==> src/rtl/core/hbt_pkg.sv <==
`timescale 1ns / 1ps
// ----------------------------------------------------------------------------
// hbt_pkg
// Shared types and codes for the heartbeat timeout table: command classes,
// result status codes and the entry that moves from front end to back end.
// ----------------------------------------------------------------------------
package hbt_pkg;

  // command codes as they arrive on the input channel
  localparam logic [1:0] CMD_REGISTER = 2'd0;
  localparam logic [1:0] CMD_BEAT     = 2'd1;
  localparam logic [1:0] CMD_CHECK    = 2'd2;
  localparam logic [1:0] CMD_QUERY    = 2'd3;

  // result status codes
  localparam logic [1:0] ST_OK         = 2'd0;
  localparam logic [1:0] ST_FULL       = 2'd1;
  localparam logic [1:0] ST_BAD_HANDLE = 2'd2;
  localparam logic [1:0] ST_TIMEOUT    = 2'd3;

  // decoded operation class
  typedef enum logic [1:0] {
    OP_REGISTER,
    OP_BEAT,
    OP_CHECK,
    OP_QUERY
  } op_t;

  // classified transaction queued between front and back
  typedef struct packed {
    op_t         op;
    logic [4:0]  handle;
    logic        out_of_range;
    logic [31:0] now_time;
    logic [31:0] timeout;
  } entry_t;

endpackage

==> src/rtl/core/heartbeat_timeout_table.sv <==
`timescale 1ns / 1ps
// ----------------------------------------------------------------------------
// heartbeat_timeout_table
// Online-detection table: register, heartbeat, timeout check and query.
// ----------------------------------------------------------------------------
// Usage:
//   Input channel in_*: one transaction carries a command, a slot handle, the
//   current tick count and a timeout. Output channel out_*: exactly one result
//   per transaction with status, slot, online bit, bitmap and used count.
//   Both channels move a transaction on a clock edge with valid high and
//   stall low.
//   Path: a transaction passes the input register, then the queue, then the
//   execute register, from which its result is taken.
//   Throughput: one transaction per cycle while out_stall is low; the stamp
//   table and bitmap do a single read-modify-write per cycle in the back end,
//   so consecutive heartbeats and checks on the same slot follow each other
//   directly. When the receiver stalls, the result register holds, the
//   two-entry queue fills, then the input register fills and in_stall rises.
//   Reset clears the bitmap, the slot count and all valid flags; stamps are
//   only read for slots that a register command has already written.
// ----------------------------------------------------------------------------
module heartbeat_timeout_table import hbt_pkg::*; #(
  parameter int MAX_SLOTS = 16
) (
  input  logic        clk,
  input  logic        rst_n,
  input  logic        in_valid,
  output logic        in_stall,
  input  logic [1:0]  in_command,
  input  logic [4:0]  in_handle,
  input  logic [31:0] in_now_time,
  input  logic [31:0] in_timeout,
  output logic        out_valid,
  input  logic        out_stall,
  output logic [1:0]  out_status,
  output logic [3:0]  out_slot,
  output logic        out_online,
  output logic [15:0] out_online_map,
  output logic [4:0]  out_used_count
);

  logic   push, push_full, pop, not_empty;
  entry_t push_entry, pop_entry;

  // decode and hold incoming transactions
  hbt_front #(.MAX_SLOTS(MAX_SLOTS)) u_front (
    .clk        (clk),
    .rst_n      (rst_n),
    .in_valid   (in_valid),
    .in_stall   (in_stall),
    .in_command (in_command),
    .in_handle  (in_handle),
    .in_now_time(in_now_time),
    .in_timeout (in_timeout),
    .push       (push),
    .push_full  (push_full),
    .push_entry (push_entry)
  );

  // decoupling queue
  hbt_fifo u_fifo (
    .clk       (clk),
    .rst_n     (rst_n),
    .push      (push),
    .push_entry(push_entry),
    .full      (push_full),
    .pop       (pop),
    .not_empty (not_empty),
    .pop_entry (pop_entry)
  );

  // table update and result register
  hbt_back #(.MAX_SLOTS(MAX_SLOTS)) u_back (
    .clk           (clk),
    .rst_n         (rst_n),
    .not_empty     (not_empty),
    .pop_entry     (pop_entry),
    .pop           (pop),
    .out_valid     (out_valid),
    .out_stall     (out_stall),
    .out_status    (out_status),
    .out_slot      (out_slot),
    .out_online    (out_online),
    .out_online_map(out_online_map),
    .out_used_count(out_used_count)
  );

endmodule

==> src/rtl/core/hbt_front.sv <==
`timescale 1ns / 1ps
// ----------------------------------------------------------------------------
// hbt_front
// Input stage: takes a transaction, decodes the command, flags handles that
// lie beyond the table size and holds the entry until the queue takes it.
// ----------------------------------------------------------------------------
module hbt_front import hbt_pkg::*; #(
  parameter int MAX_SLOTS = 16
) (
  input  logic        clk,
  input  logic        rst_n,
  input  logic        in_valid,
  output logic        in_stall,
  input  logic [1:0]  in_command,
  input  logic [4:0]  in_handle,
  input  logic [31:0] in_now_time,
  input  logic [31:0] in_timeout,
  output logic        push,
  input  logic        push_full,
  output entry_t      push_entry
);

  logic   valid_r, valid_nxt;
  entry_t entry_r;
  entry_t entry_nxt;
  logic   accept;

  // stall only while a held entry cannot move on
  assign in_stall = valid_r && push_full;
  assign accept   = in_valid && !in_stall;
  assign push     = valid_r && !push_full;

  // command decode and static handle range check
  always_comb begin
    entry_nxt.handle       = in_handle;
    entry_nxt.now_time     = in_now_time;
    entry_nxt.timeout      = in_timeout;
    entry_nxt.out_of_range = ({1'b0, in_handle} >= 6'(MAX_SLOTS));
    case (in_command)
      CMD_REGISTER: entry_nxt.op = OP_REGISTER;
      CMD_BEAT:     entry_nxt.op = OP_BEAT;
      CMD_CHECK:    entry_nxt.op = OP_CHECK;
      CMD_QUERY:    entry_nxt.op = OP_QUERY;
      default:      entry_nxt.op = OP_QUERY;
    endcase
  end

  // holding register occupancy
  always_comb begin
    if (accept) begin
      valid_nxt = 1'b1;
    end else if (push) begin
      valid_nxt = 1'b0;
    end else begin
      valid_nxt = valid_r;
    end
  end

  always_ff @(posedge clk) begin
    if (!rst_n) begin
      valid_r <= 1'b0;
    end else begin
      valid_r <= valid_nxt;
    end
  end

  always_ff @(posedge clk) begin
    if (accept) begin
      entry_r <= entry_nxt;
    end
  end

  assign push_entry = entry_r;

endmodule

==> src/rtl/core/hbt_fifo.sv <==
`timescale 1ns / 1ps
// ----------------------------------------------------------------------------
// hbt_fifo
// Two-entry queue of classified transactions between front and back end.
// ----------------------------------------------------------------------------
module hbt_fifo import hbt_pkg::*; (
  input  logic   clk,
  input  logic   rst_n,
  input  logic   push,
  input  entry_t push_entry,
  output logic   full,
  input  logic   pop,
  output logic   not_empty,
  output entry_t pop_entry
);

  entry_t     slots_r [2];
  logic       wr_ptr_r, wr_ptr_nxt;
  logic       rd_ptr_r, rd_ptr_nxt;
  logic [1:0] cnt_r, cnt_nxt;

  assign full      = (cnt_r == 2'd2);
  assign not_empty = (cnt_r != 2'd0);
  assign pop_entry = slots_r[rd_ptr_r];

  // pointer and fill count update
  always_comb begin
    wr_ptr_nxt = push ? ~wr_ptr_r : wr_ptr_r;
    rd_ptr_nxt = pop ? ~rd_ptr_r : rd_ptr_r;
    cnt_nxt    = cnt_r + {1'b0, push} - {1'b0, pop};
  end

  always_ff @(posedge clk) begin
    if (!rst_n) begin
      wr_ptr_r <= 1'b0;
      rd_ptr_r <= 1'b0;
      cnt_r    <= 2'd0;
    end else begin
      wr_ptr_r <= wr_ptr_nxt;
      rd_ptr_r <= rd_ptr_nxt;
      cnt_r    <= cnt_nxt;
    end
  end

  // entry storage
  always_ff @(posedge clk) begin
    if (push) begin
      slots_r[wr_ptr_r] <= push_entry;
    end
  end

endmodule

==> src/rtl/core/hbt_back.sv <==
`timescale 1ns / 1ps
// ----------------------------------------------------------------------------
// hbt_back
// Execution stage: owns the stamp table, online bitmap and slot count, does
// one read-modify-write per transaction and registers the result.
// ----------------------------------------------------------------------------
module hbt_back import hbt_pkg::*; #(
  parameter int MAX_SLOTS = 16
) (
  input  logic        clk,
  input  logic        rst_n,
  input  logic        not_empty,
  input  entry_t      pop_entry,
  output logic        pop,
  output logic        out_valid,
  input  logic        out_stall,
  output logic [1:0]  out_status,
  output logic [3:0]  out_slot,
  output logic        out_online,
  output logic [15:0] out_online_map,
  output logic [4:0]  out_used_count
);

  localparam int IDX_W = (MAX_SLOTS > 1) ? $clog2(MAX_SLOTS) : 1;
  localparam int CNT_W = $clog2(MAX_SLOTS + 1);

  logic [31:0]          last_seen_r [MAX_SLOTS];
  logic [MAX_SLOTS-1:0] online_r, online_nxt;
  logic [CNT_W-1:0]     count_r, count_nxt;

  logic                 out_valid_r, out_valid_nxt;
  logic [1:0]           status_nxt, status_r;
  logic [3:0]           slot_nxt, slot_r;
  logic                 online_bit_nxt, online_bit_r;
  logic [15:0]          map_r;
  logic [4:0]           used_r;

  logic                 table_full;
  logic                 bad_handle;
  logic [IDX_W-1:0]     idx;
  logic [MAX_SLOTS-1:0] idx_hot;
  logic [31:0]          elapsed;
  logic                 stamp_we;
  logic [31:0]          map_ext;

  // take the next entry when the result register is free or draining
  assign pop = not_empty && (!out_valid_r || !out_stall);

  assign table_full = (6'(count_r) == 6'(MAX_SLOTS));
  assign bad_handle = pop_entry.out_of_range ||
                      ({1'b0, pop_entry.handle} >= 6'(count_r));

  // slot addressed by this transaction
  always_comb begin
    if (pop_entry.op == OP_REGISTER) begin
      idx = count_r[IDX_W-1:0];
    end else begin
      idx = pop_entry.handle[IDX_W-1:0];
    end
    idx_hot      = '0;
    idx_hot[idx] = 1'b1;
  end

  // wrapping elapsed time since the last stamp
  assign elapsed = pop_entry.now_time - last_seen_r[idx];

  // command execution
  always_comb begin
    count_nxt      = count_r;
    online_nxt     = online_r;
    stamp_we       = 1'b0;
    status_nxt     = ST_OK;
    slot_nxt       = pop_entry.handle[3:0];
    online_bit_nxt = 1'b0;
    case (pop_entry.op)
      OP_REGISTER: begin
        slot_nxt = 4'd0;
        if (table_full) begin
          status_nxt = ST_FULL;
        end else begin
          count_nxt      = count_r + CNT_W'(1);
          stamp_we       = 1'b1;
          online_nxt     = online_r | idx_hot;
          slot_nxt       = 4'(count_r);
          online_bit_nxt = 1'b1;
        end
      end
      OP_BEAT: begin
        if (bad_handle) begin
          status_nxt = ST_BAD_HANDLE;
        end else begin
          stamp_we       = 1'b1;
          online_nxt     = online_r | idx_hot;
          online_bit_nxt = 1'b1;
        end
      end
      OP_CHECK: begin
        if (bad_handle) begin
          status_nxt = ST_BAD_HANDLE;
        end else if (elapsed > pop_entry.timeout) begin
          online_nxt = online_r & ~idx_hot;
          status_nxt = ST_TIMEOUT;
        end else begin
          online_nxt     = online_r | idx_hot;
          online_bit_nxt = 1'b1;
        end
      end
      OP_QUERY: begin
        if (bad_handle) begin
          status_nxt = ST_BAD_HANDLE;
        end else begin
          online_bit_nxt = online_r[idx];
        end
      end
      default: begin
        status_nxt = ST_BAD_HANDLE;
      end
    endcase
  end

  assign map_ext = 32'(online_nxt);

  // result register occupancy
  always_comb begin
    if (pop) begin
      out_valid_nxt = 1'b1;
    end else if (!out_stall) begin
      out_valid_nxt = 1'b0;
    end else begin
      out_valid_nxt = out_valid_r;
    end
  end

  // control state
  always_ff @(posedge clk) begin
    if (!rst_n) begin
      online_r    <= '0;
      count_r     <= '0;
      out_valid_r <= 1'b0;
    end else begin
      out_valid_r <= out_valid_nxt;
      if (pop) begin
        online_r <= online_nxt;
        count_r  <= count_nxt;
      end
    end
  end

  // stamp table
  always_ff @(posedge clk) begin
    if (pop && stamp_we) begin
      last_seen_r[idx] <= pop_entry.now_time;
    end
  end

  // result payload
  always_ff @(posedge clk) begin
    if (pop) begin
      status_r     <= status_nxt;
      slot_r       <= slot_nxt;
      online_bit_r <= online_bit_nxt;
      map_r        <= map_ext[15:0];
      used_r       <= 5'(count_nxt);
    end
  end

  assign out_valid      = out_valid_r;
  assign out_status     = status_r;
  assign out_slot       = slot_r;
  assign out_online     = online_bit_r;
  assign out_online_map = map_r;
  assign out_used_count = used_r;

endmodule

==> config.mk <==
export PLATFORM = sky130hd
export DESIGN_NAME = heartbeat_timeout_table
export DESIGN_NICKNAME = d
export VERILOG_FILES = /design/src/rtl/core/hbt_pkg.sv /design/src/rtl/core/heartbeat_timeout_table.sv /design/src/rtl/core/hbt_front.sv /design/src/rtl/core/hbt_fifo.sv /design/src/rtl/core/hbt_back.sv
export SDC_FILE = /design/constraint.sdc
export NUM_CORES = 1
export LEC_CHECK = 0
export BUFFER_PORTS_ARGS = -buffer_cell sky130_fd_sc_hd__buf_2
export CAP_MARGIN = 5
export CORE_ASPECT_RATIO = 1.1
export CORE_MARGIN = 2
export CORE_UTILIZATION = 50
export CTS_BUF_LIST = sky130_fd_sc_hd__clkbuf_16
export DETAILED_ROUTE_END_ITERATION = 8
export PLACE_DENSITY = 0.63
export REMOVE_ABC_BUFFERS = 1
export SLEW_MARGIN = 10
export SYNTH_ARGS = -nofsm -noshare
export SYNTH_HDL_FRONTEND = slang
export SYNTH_SLANG_ARGS = --single-unit
==> constraint.sdc <==
create_clock -name clk -period 12.74 [get_ports clk]
set_clock_uncertainty 0.2 [all_clocks]
set_input_delay 0 -clock clk [delete_from_list [all_inputs] [get_ports clk]]
set_output_delay 0 -clock clk [all_outputs]
set_load 0.01 [all_outputs]
Word-level counts from Yosys, hierarchy flattened:

Memories as Yosys holds them, arrays and structs flattened. A register that Yosys moved wholly into a read port is not among the register bits.
Index checks and enable logic that the tools add are counted.

* equal/unequal tests: 9
* bitwise logic cells: 5
* add/subtract/negate cells: 4
* order comparisons: 5
* mux-type cells: 37
* reduce and logical (&&, ||, !) cells: 17

Operators with widths (count)
* 16-bit 2-to-1 mux: 4
* 16-bit one-hot mux with 3 select lines: 1
* 32-bit > comparator: 1
* 32-bit subtractor: 1
* 1-bit 2-to-1 mux: 18
* 16-bit AND: 1
* 16-bit NOT: 1
* 16-bit OR: 1
* 4-bit 2-to-1 mux: 3
* 2-bit == test, second input constant: 5
* 5-bit 2-to-1 mux: 2
* 2-bit one-hot mux with 4 select lines: 1
* 1-bit logical AND: 6
* 2-bit 2-to-1 mux: 3
* 2-bit one-hot mux with 3 select lines: 1
* 5-bit by 1-bit adder with 5-bit output, second input constant: 1
* 5-bit == test, second input constant: 1
* 5-bit >= comparator: 1
* 5-bit >= comparator, second input constant: 1
* 4-bit by 5-bit less-than comparator with 1-bit output, second input constant: 1
* 1-bit binary-select mux with 4-bit select: 1
* 1-bit demux with 4-bit select: 1
* 2-bit by 1-bit == test with 1-bit output, second input constant: 2
* 4-bit by 1-bit >= comparator with 1-bit output, second input constant: 1
* other kinds (11): 18

* output and inout port bits: 30
* flip-flop bits (word level): 127
* memory bits (writable): 656
* memories: 2
* word-level logic and storage cells: 96

Memory list
* u_back.last_seen_r: depth 16, bits a word 32, rd ports 1, clocked after Yosys merged registers in 0, write ports 1, line hbt_back.sv:27 `logic [31:0] last_seen_r [MAX_SLOTS];`
* u_fifo.slots_r: depth 2, bits a word 72, rd ports 1, clocked after Yosys merged registers in 1, write ports 1, line hbt_fifo.sv:17 `entry_t slots_r [2];`

Longest topological paths before layout:

Gate-level depths: netlist (run 1).

* depth in word-level cells: 11
* mapped depth: 33
* depth with buffers taken out: 26

By module:

A second synthesis (run 1) with hierarchy kept.

* cell total of the unflattened synthesis: 2163
* area, all modules: 32162.1 sq um

By module, submodules not included
* hbt_back: area each 24161.9 sq um, instances 1, cells an instance 1838
* hbt_fifo: area each 5776.8 sq um, instances 1, cells an instance 245
* hbt_front: area each 2223.4 sq um, instances 1, cells an instance 80

Worst setup path before layout (run 1):

OpenSTA, ideal clock, no wires.

* kind: register to register
* from: reg (tool-made name)
* to: reg u_back.map_r[0], in the netlist u_back.out_online_map[0], data pin
* stages on the path, launching flop included: 31
* data arrival time: 6.307 ns
* period minus slack after synthesis: 6.653 ns
* setup slack: 6.087 ns
* library setup time: 0.146 ns
* cell sequence: dfxtp_1 > buf_6 > nor3_4 > a21oi_4 > mux2i_4 > buf_2 > buf_2 > mux4_2 > nand2_1 > a21oi_1 > a21oi_1 > ha_1 > a21oi_1 > nand2_1 > or4_1 > a21oi_1 > o21ai_0 > a21boi_0 > o21bai_1 > xor2_1 > ha_1 > a21o_1 > a21o_1 > a21oi_1 > o21ai_0 > a2111o_1 > a22o_1 > and3b_1 > clkbuf_1 > buf_2 > a21oi_1

RTL lines
* end signal: assignment: line hbt_back.sv:162 `map_r <= map_ext[15:0];`
* end: declaration: line hbt_back.sv:35 `logic [15:0] map_r;`

==> run_results.csv, run 1 <==
group,metric,value,unit
clocking,clk-insertion-delay-late,0.63,ns
placement,dp_cells,2762,
logic_synthesis,ys_ff_latch,784,
clocking,cts_sinks,784,
critical_path,worst-setup-path-type,"reg -> reg",
final_layout,mostFrequentLayoutCells,"edfxtp_1 (756), nand2_1 (202), dlygate4sd3_1 (148), mux4_2 (130), a21oi_1 (126)",
sta,setup_viol,0,
global_route,grt_usage,0.226,
logic_synthesis,synth_flop_cell,"edfxtp_1",
logic_synthesis,synth_top_cell_by_area,"edfxtp_1",
final_layout,drive_above_1_share,0.203,
sta,period_share,0.691,
placement,dp_hpwl,40100,microns
clocking,cts_tree,"done",
clocking,cts-root-buf,"clkbuf_16",
floorplan,start_util,0.504,
logic_synthesis,synth_cell_types,66,
sta,worst_slack,3.94,ns
logic_synthesis,netlist_instances,1865,
placement,place_congestion,0.874,
routing,detail_route.wl_per_cell,24.0,microns
global_route,grt_max_degree,88,
power_and_ir_drop,p_leak,12.9,nW
floorplan,num_io_pins,105,
global_route,grt.overflow.total,0,
global_route,antenna_found_initial,0,
sta,max_freq,114,MHz
final_layout,instances_no_fill,3054,
clocking,clk_path_buf_depth,3,
sta,tns,0,ns
hold_path,hp-start,"rst_n",
sta,rsz0062_at_grt,"false",
critical_path,arrival,8.98,ns
clocking,numCtsBuffers,79,
sta,maxSlewViolCount,0,
final_layout,layout.nets,2299,
routing,vias,17700,
logic_synthesis,yosysWarningCount,0,
routing,top_layer_used,"met4",
critical_path,cp_max_fo,87,
sta,hold_viol,0,
sta,worst_pin_slew,1.19,ns
routing,drcViolationCount,0,
routing,drtIter0Drc,1541,
logic_synthesis,synth.area.top_cells,"edfxtp_1 (71%), mux4_2 (9.1%), ha_1 (2.8%), nand2_1 (2.4%), a21oi_1 (2.0%)",
routing,antenna_left,0,
global_route,grt_pass1_vias,18400,
routing,wl_met3,4360,microns
final_layout,syn2layout_area_growth,17.6,%
floorplan,core,63600,sq um
logic_synthesis,syn_area,32100,sq um
sta,whs,0.203,ns
logic_synthesis,netlist.area_leader.share,0.708,
logic_synthesis,async_flop_share,0,
critical_path,startpoint_type,"flip-flop",
power_and_ir_drop,vdd_drop_max,0.178,mV
floorplan,die_area,66200,sq um
routing,met1_length,30600,microns
status,status,"complete, no violations",
routing,drtPass1Iterations,5,
logic_synthesis,synth-edff-count,756,
run,maxCapViolCount,0,
routing,wl,73400,microns
floorplan,die_y,270,microns
global_route,grt_pass1_wl,111000,microns
logic_synthesis,yosysSeqAreaShare,0.726,
sta,slew_headroom,0.210,
floorplan,rows,97,
hold_path,hold_class,"in -> reg",
routing,drt-vias-per-instance,5.79,
placement,io_buffer_count,104,
clocking,clkSlewWorstSetupHoldPaths,0.06,ns
logic_synthesis,avgSynthCellArea,17.2,sq um
final_layout,layout.cells.most_common,"edfxtp_1",
critical_path,cp_data_required_time,12.92,ns
placement,dpl_worst_slack,3.94,ns
floorplan,fp.dieW,245,microns
clocking,htreeDepth,3,
final_layout,diodes,0,
critical_path,cp-end-kind,"flip-flop",
power_and_ir_drop,p_per_area,215,nW/um^2
sta,post-route-min-period,8.80,ns
clocking,post_cts.resized_instances,0,
routing,dr_wl_met2,36700,microns
## sequential cells by signal, summed over array words and instances (netlist names), named ones only
register               cells
u_fifo.wr_ptr_r            1
u_back.out_used_count      5
u_back.out_status          2
u_back.count_r             5
u_back.out_valid           1
u_back.out_slot            4
u_back.last_seen_r       512
u_back.out_online_map     16
u_back.online_r           16
u_back.out_online          1
u_fifo.rd_ptr_r            1
u_fifo.slots_r           144
u_fifo.cnt_r               2
u_front.push_entry        72
u_front.valid_r            1
## synthesized netlist by cell type, types with 13 or more instances
cell type / count
a211oi_1: 18
a21o_1: 23
a21oi_1: 127
a31oi_1: 25
buf_1: 13
buf_2: 34
clkbuf_1: 34
dfxtp_1: 28
edfxtp_1: 756
ha_1: 73
inv_1: 28
mux2_2: 32
mux2i_1: 38
mux4_2: 130
nand2_1: 202
nand3_1: 34
nor2_1: 52
nor3_1: 24
o21ai_0: 38
xnor2_1: 22
## per-layer routing
layer  vias up  track usage
li1       7945            -
met1      9071        0.303
met2       564        0.381
met3       116       0.0361
met4         0       0.0750
met5         -            0
## cell families after synthesis
family / synth area share
buffers and inverters: 0.0154
XOR/XNOR: 0.00765
AO/OA/AOI/OAI: 0.0558
flip-flops: 0.726
multiplexers: 0.116
adder cells (fa/ha/maj): 0.0291
AND/OR/NAND/NOR: 0.0508
## path summary, 6_finish.rpt
check                           slack, ns  depth (start not counted)                     to
worst max-delay path                 3.94                         27   u_back.out_status[0]
worst min-delay path                 0.20                          3        u_fifo.wr_ptr_r
worst max register to register       3.94                         27   u_back.out_status[0]
worst min register to register       0.24                          0  u_fifo.slots_r[0][33]
## critical path: stages, from the launching register on
cell and delay [ns]:
dfxtp_4 0.57, nor3_4 0.10, a21oi_4 0.29, mux2i_4 0.28
buf_4 0.69, buf_12 0.65, mux4_2 0.58, nand2_1 0.08
a21oi_1 0.08, a21oi_1 0.25, ha_1 0.33, a21oi_1 0.16
o21ai_0 0.09, a221o_1 0.36, a21oi_1 0.46, o21ai_0 0.19
a21boi_0 0.34, o21bai_1 0.14, xor2_1 0.16, ha_1 0.32
a21o_1 0.16, a21o_1 0.16, a21oi_1 0.12, o21ai_0 0.09
a2111o_1 0.42, a22o_1 0.28, and3b_1 0.59, o21bai_1 0.33
## cell type report
type,count,area [sq um]
Timing Repair Buffer,288,2280
Tap cell,841,1050
Clock buffer,81,2030
Fill cell,4759,25900
Clock inverter,63,480
Inverter,31,116
Sequential cell,784,23300
Multi-Input combinational cell,966,8480
## through the flow
| stage | cell area, sq um | power [mW] | utilization |
|---|---|---|---|
| final | 37700 | 8.09 | 0.593 |
| after global routing | 37700 | 8.54 | 0.593 |
| after CTS | 37700 | 8.14 | 0.593 |
| after detailed placement | 33700 | 5.87 | 0.530 |
| after global placement | 33700 | 5.82 | 0.530 |
| after floorplan | 31700 | 5.19 | - |
## where the power goes
part / leakage, nW / internal [mW] / switching [mW]
combinational: 4.47 / 1.09 / 1.59
clock: 1.27 / 1.26 / 0.971
sequential: 7.13 / 3.11 / 0.0600
## what timing repair did
action | 4_1_cts | 5_1_grt
hold endpoints to repair | 100 | 0
hold buffers | 148 | 0
buffers inserted | 0 | 0
(Power assumes the default switching activity.)
==> inputs of run 2 (changes only) <==
- clock period: 12.74 -> 8.1 ns (I/O delays scaled with it)
==> run_results.csv, run 2 (synthesis gave the netlist of run 1 again) <==
group,metric,value,unit
sta,maxSlewViolCount,0,
routing,wl,73200,microns
routing,detail_route.wl_per_cell,23.8,microns
run,maxCapViolCount,0,
clocking,clk-insertion-delay-late,0.64,ns
critical_path,r2r-start,"u_fifo.slots_r[1][70]",
critical_path,startpoint_type,"flip-flop",
final_layout,syn2layout_area_growth,18.0,%
sta,max_freq,131,MHz
routing,drt-vias-per-instance,5.78,
critical_path,cp-end-kind,"flip-flop",
floorplan,die_area,66200,sq um
routing,drtIter0Drc,1472,
floorplan,core,63600,sq um
final_layout,drive_above_1_share,0.207,
routing,vias,17700,
clocking,numCtsBuffers,79,
final_layout,filler_cell_count,4705,
global_route,grt_pass1_vias,18300,
sta,post-route-min-period,7.64,ns
final_layout,layout.cells.most_common,"edfxtp_1",
clocking,clk_path_buf_depth,3,
global_route,grt_max_degree,73,
global_route,grt_pass1_wl,110000,microns
power_and_ir_drop,p_per_area,338,nW/um^2
clocking,post_cts_buffers,0,
placement,place_congestion,0.851,
clocking,cts_sinks,784,
hold_path,worstHoldPathCells,3,
final_layout,mostFrequentLayoutCells,"edfxtp_1 (756), nand2_1 (202), dlygate4sd3_1 (148), mux4_2 (130), a21oi_1 (126)",
routing,drtPass1Iterations,7,
placement,dpl_worst_slack,0.175,ns
sta,tns,0,ns
final_layout,instances_no_fill,3069,
critical_path,timing.rr.end,"u_back.out_status[0]",
global_route,antenna_found_initial,0,
sta,rsz0062_at_grt,"false",
sta,setup_viol,0,
final_layout,regMostFlops,"u_back.last_seen_r",
sta,worst_pin_slew,1.12,ns
status,status,"complete, no violations",
critical_path,cp_max_fo,48,
final_layout,fin_area,37800,sq um
hold_path,hp-start,"rst_n",
global_route,grt_usage,0.224,
clocking,clkSlewWorstSetupHoldPaths,0.06,ns
placement,dp_hpwl,41800,microns
floorplan,fp.dieW,245,microns
floorplan,die_y,270,microns
routing,antenna_left,0,
sta,whs,0.235,ns
final_layout,largest_register_ffs,512,
global_route,grt.overflow.total,0,
sta,hold_viol,0,
floorplan,rows,97,
critical_path,arrival,7.81,ns
hold_path,hold_class,"in -> reg",
clocking,cts-root-buf,"clkbuf_16",
placement,io_buffer_count,104,
critical_path,cp_data_required_time,8.26,ns
routing,drcViolationCount,0,
floorplan,start_util,0.504,
sta,slew_headroom,0.255,
critical_path,worst-setup-path-type,"reg -> reg",
critical_path,reg2reg_depth,27,
floorplan,num_io_pins,105,
power_and_ir_drop,vdd_drop_max,0.233,mV
placement,placed_area,33800,sq um
power_and_ir_drop,p_total,12.8,mW
clocking,htreeDepth,3,
sta,period_share,0.944,
final_layout,fin_util,0.595,
clocking,cts_tree,"done",
critical_path,rrSetupSlack,0.46,ns
hold_path,hold_end,"u_back.count_r[2]",
power_and_ir_drop,p_leak,13.0,nW
placement,dp_cells,2775,
final_layout,layout.nets,2311,
sta,worst_slack,0.455,ns
-- run 2: final cells by class --
cell class	count	area [sq um]	area share
diodes	1	2.50	0.0000662
clock buffers	81	2030	0.0536
clock inverters	65	497	0.0131
inverters	31	116	0.00308
multi-input cells	966	8480	0.224
flip-flops and latches	784	23300	0.615
well taps	841	1050	0.0278
repair buffers	300	2390	0.0631
-- run 2: worst max-delay path by stage --
stage	startpoint	to	slack [ns]	depth (start not counted)
2_1_floorplan	flip-flop	u_back.out_status[0]	-4.42	26
3_3_place_gp	u_fifo.slots_r[0][70]	u_back.out_online_map[7]	0.28	27
3_5_place_dp	u_fifo.slots_r[1][70]	u_back.out_online_map[7]	0.17	27
4_1_cts	u_fifo.slots_r[1][70]	u_back.out_online_map[7]	0.13	27
5_1_grt	u_fifo.slots_r[0][70]	u_back.out_status[0]	0.04	27
6_report	u_fifo.slots_r[1][70]	u_back.out_status[0]	0.46	27
-- run 2: where the power goes --
group / leakage, nW / total (mW) / switching [mW] / internal (mW)
Clock: 1.29 / 3.53 / 1.51 / 2.02
Combinational: 4.54 / 4.30 / 2.55 / 1.76
Sequential: 7.13 / 4.97 / 0.0861 / 4.89
-- run 2: repair_timing --
item / CTS / global route
endpoints found under the hold margin: 100 / 0
resized for setup: 0 / 1
endpoints found under the setup margin: 0 / 33
hold buffers: 148 / 0
-- run 2: layer usage --
metal	global-route usage	share of wire	vias up
met3	0.0325	0.049	105
li1	-	-	7985
met4	0.0681	0.024	0
met5	0	0	-
met2	0.382	0.50	519
met1	0.298	0.42	9120
-- run 2: worst max-delay path: stages (launching register included) --
cell and delay (ns):
edfxtp_1 0.38, nor2_2 0.09, a21oi_4 0.33, mux2i_4 0.46, buf_4 0.33, buf_12 0.37
mux4_2 0.55, nand2_1 0.10, a21oi_1 0.07, a21oi_1 0.19, ha_1 0.32, a21oi_1 0.16
o21ai_0 0.09, a221o_1 0.35, a21oi_1 0.23, o21ai_0 0.15, a21boi_0 0.33, o21bai_1 0.15
xor2_1 0.16, ha_1 0.32, a21o_1 0.16, a21o_1 0.17, a21oi_1 0.14, o21ai_0 0.10
a2111o_1 0.42, a22o_1 0.29, and3b_2 0.45, o21bai_1 0.25
==> inputs of run 3 (changes only) <==
- CORE_UTILIZATION: 50 -> 60
- GPL_TIMING_DRIVEN: not set -> 0
- PLACE_DENSITY: 0.63 -> 0.74
==> run_results.csv, run 3 (synthesis gave the netlist of run 1 again) <==
group,metric,value,unit
clocking,cts_sinks,784,
global_route,grt.overflow.total,0,
final_layout,fin_area,38600,sq um
routing,vias,18700,
sta,max_freq,127,MHz
status,status,"complete, no violations",
power_and_ir_drop,switchingPower,4.28,mW
sta,setup_viol,0,
floorplan,start_util,0.609,
floorplan,fp.dieW,224,microns
final_layout,syn2layout_area_growth,20.5,%
placement,io_buffer_count,104,
clocking,htreeDepth,3,
clocking,numCtsBuffers,77,
sta,worst_pin_slew,0.966,ns
routing,wl,78300,microns
placement,place_congestion,0.864,
sta,post-route-min-period,7.86,ns
power_and_ir_drop,p_seq_frac,0.379,
clocking,cts_tree,"done",
routing,drtPass1Iterations,6,
final_layout,mostFrequentLayoutCells,"edfxtp_1 (756), nand2_1 (202), dlygate4sd3_1 (148), mux4_2 (130), a21oi_1 (121)",
final_layout,regMostFlops,"u_back.last_seen_r",
routing,drcViolationCount,0,
floorplan,die_y,246,microns
final_layout,drive_above_1_share,0.220,
clocking,clk_path_buf_depth,3,
power_and_ir_drop,power.share.switching,0.325,
floorplan,core,52600,sq um
critical_path,arrival,8.10,ns
final_layout,filler_cell_count,2982,
hold_path,hold_class,"reg -> reg",
critical_path,crit_slowest_cell,"or3_1",
final_layout,layout.nets,2329,
global_route,grt_pass1_wl,115000,microns
final_layout,layout.cells.most_common,"edfxtp_1",
clocking,cts-root-buf,"clkbuf_16",
routing,drtIter0Drc,2283,
global_route,grt_max_degree,56,
critical_path,startpoint_type,"flip-flop",
sta,period_share,0.970,
critical_path,crit_path_frequent_cell,"buf_16",
power_and_ir_drop,vdd_drop_max,0.196,mV
critical_path,cp_data_required_time,8.34,ns
global_route,antenna_found_initial,0,
sta,hold_viol,0,
global_route,grt_pass1_vias,19100,
final_layout,diodes,0,
sta,maxSlewViolCount,0,
run,maxCapViolCount,0,
sta,rsz0062_at_grt,"false",
sta,tns,0,ns
critical_path,cp-end-kind,"flip-flop",
global_route,grt_usage,0.285,
placement,placed_area,34500,sq um
power_and_ir_drop,comb_power_share,0.354,
routing,drt-vias-per-instance,6.43,
sta,slew_headroom,0.354,
clocking,clkSlewWorstSetupHoldPaths,0.07,ns
power_and_ir_drop,p_leak,13.3,nW
floorplan,rows,88,
placement,dp_hpwl,44100,microns
critical_path,critPathMaxStageDelay,0.54,ns
floorplan,num_io_pins,105,
final_layout,largest_register_ffs,512,
routing,detail_route.wl_per_cell,26.9,microns
routing,antenna_left,0,
floorplan,die_area,55300,sq um
clocking,clk-insertion-delay-late,0.63,ns
critical_path,worst-setup-path-type,"reg -> reg",
power_and_ir_drop,p_clk_frac,0.267,
critical_path,cp_max_fo,25,
power_and_ir_drop,intPower,8.88,mW
power_and_ir_drop,p_per_area,341,nW/um^2
[run 3: worst max-delay path: cells and delay by family, from the launching register on]
kind | cells | cell delay [ns]
XOR/XNOR | 1 | 0.12
AND/OR/NAND/NOR | 9 | 2.25
adder cells (fa/ha/maj) | 2 | 0.67
buffers and inverters | 6 | 1.16
flip-flops | 1 | 0.44
multiplexers | 2 | 0.84
AO/OA/AOI/OAI | 9 | 1.90
[run 3: worst paths after layout]
| path | startpoint | endpoint | slack [ns] | depth (start not counted) |
|---|---|---|---|---|
| min | u_front.push_entry[4] | u_fifo.slots_r[1][4] | 0.24 | 0 |
| max | flip-flop | u_back.out_online_map[10] | 0.24 | 29 |
| min reg2reg | u_front.push_entry[4] | u_fifo.slots_r[1][4] | 0.24 | 0 |
| max reg2reg | flip-flop | u_back.out_online_map[10] | 0.24 | 29 |
[run 3: metal layers]
metal / wire [microns] / vias up / GRT usage
met4: 3320 / 0 / 0.124
li1: - / 8016 / -
met3: 6490 / 268 / 0.0501
met1: 28100 / 9399 / 0.359
met5: 0 / - / 0
met2: 40300 / 1047 / 0.490
[run 3: power groups by stage]
| stage | clock network [mW] | registers [mW] | logic, mW |
|---|---|---|---|
| final | 3.52 | 4.98 | 4.66 |
| after global routing | 3.71 | 5.00 | 5.05 |
| after CTS | 3.54 | 4.97 | 4.55 |
| after detailed placement | 0 | 5.08 | 4.36 |
| after global placement | 0 | 5.12 | 4.17 |
| after floorplan | 0 | 5.10 | 3.06 |
[run 3: repair_timing]
item,in CTS,in global routing
pin swaps,3,4
gates cloned,2,1
setup endpoints to repair,35,35
buffers inserted,4,5
hold endpoints to repair,172,0
gates resized for setup,10,8
hold buffers,148,0
[run 3: layout make-up]
| cell class | count | area [sq um] | share of cell area |
|---|---|---|---|
| sequential | 784 | 23300 | 0.602 |
| multi-input combinational | 968 | 8550 | 0.221 |
| timing repair buffer | 318 | 3390 | 0.0878 |
| clock buffer | 79 | 1980 | 0.0512 |
| tap | 675 | 845 | 0.0219 |
| clock inverter | 58 | 484 | 0.0125 |
| inverter | 31 | 120 | 0.00311 |
[run 3: per-stage QoR]
stage               instances   util  total power, mW  hold WS (ns)  worst slack, ns
floorplan                1781      -             8.17        -0.101            -4.42
global placement         2560  0.628             9.30       -0.0235           -10.09
detailed placement       2615  0.655             9.43       -0.0219            -1.68
CTS                      2906  0.732             13.1         0.203           0.0134
global route             2913  0.734             13.8         0.247          0.00644
finish                   2913  0.734             13.2         0.241            0.241
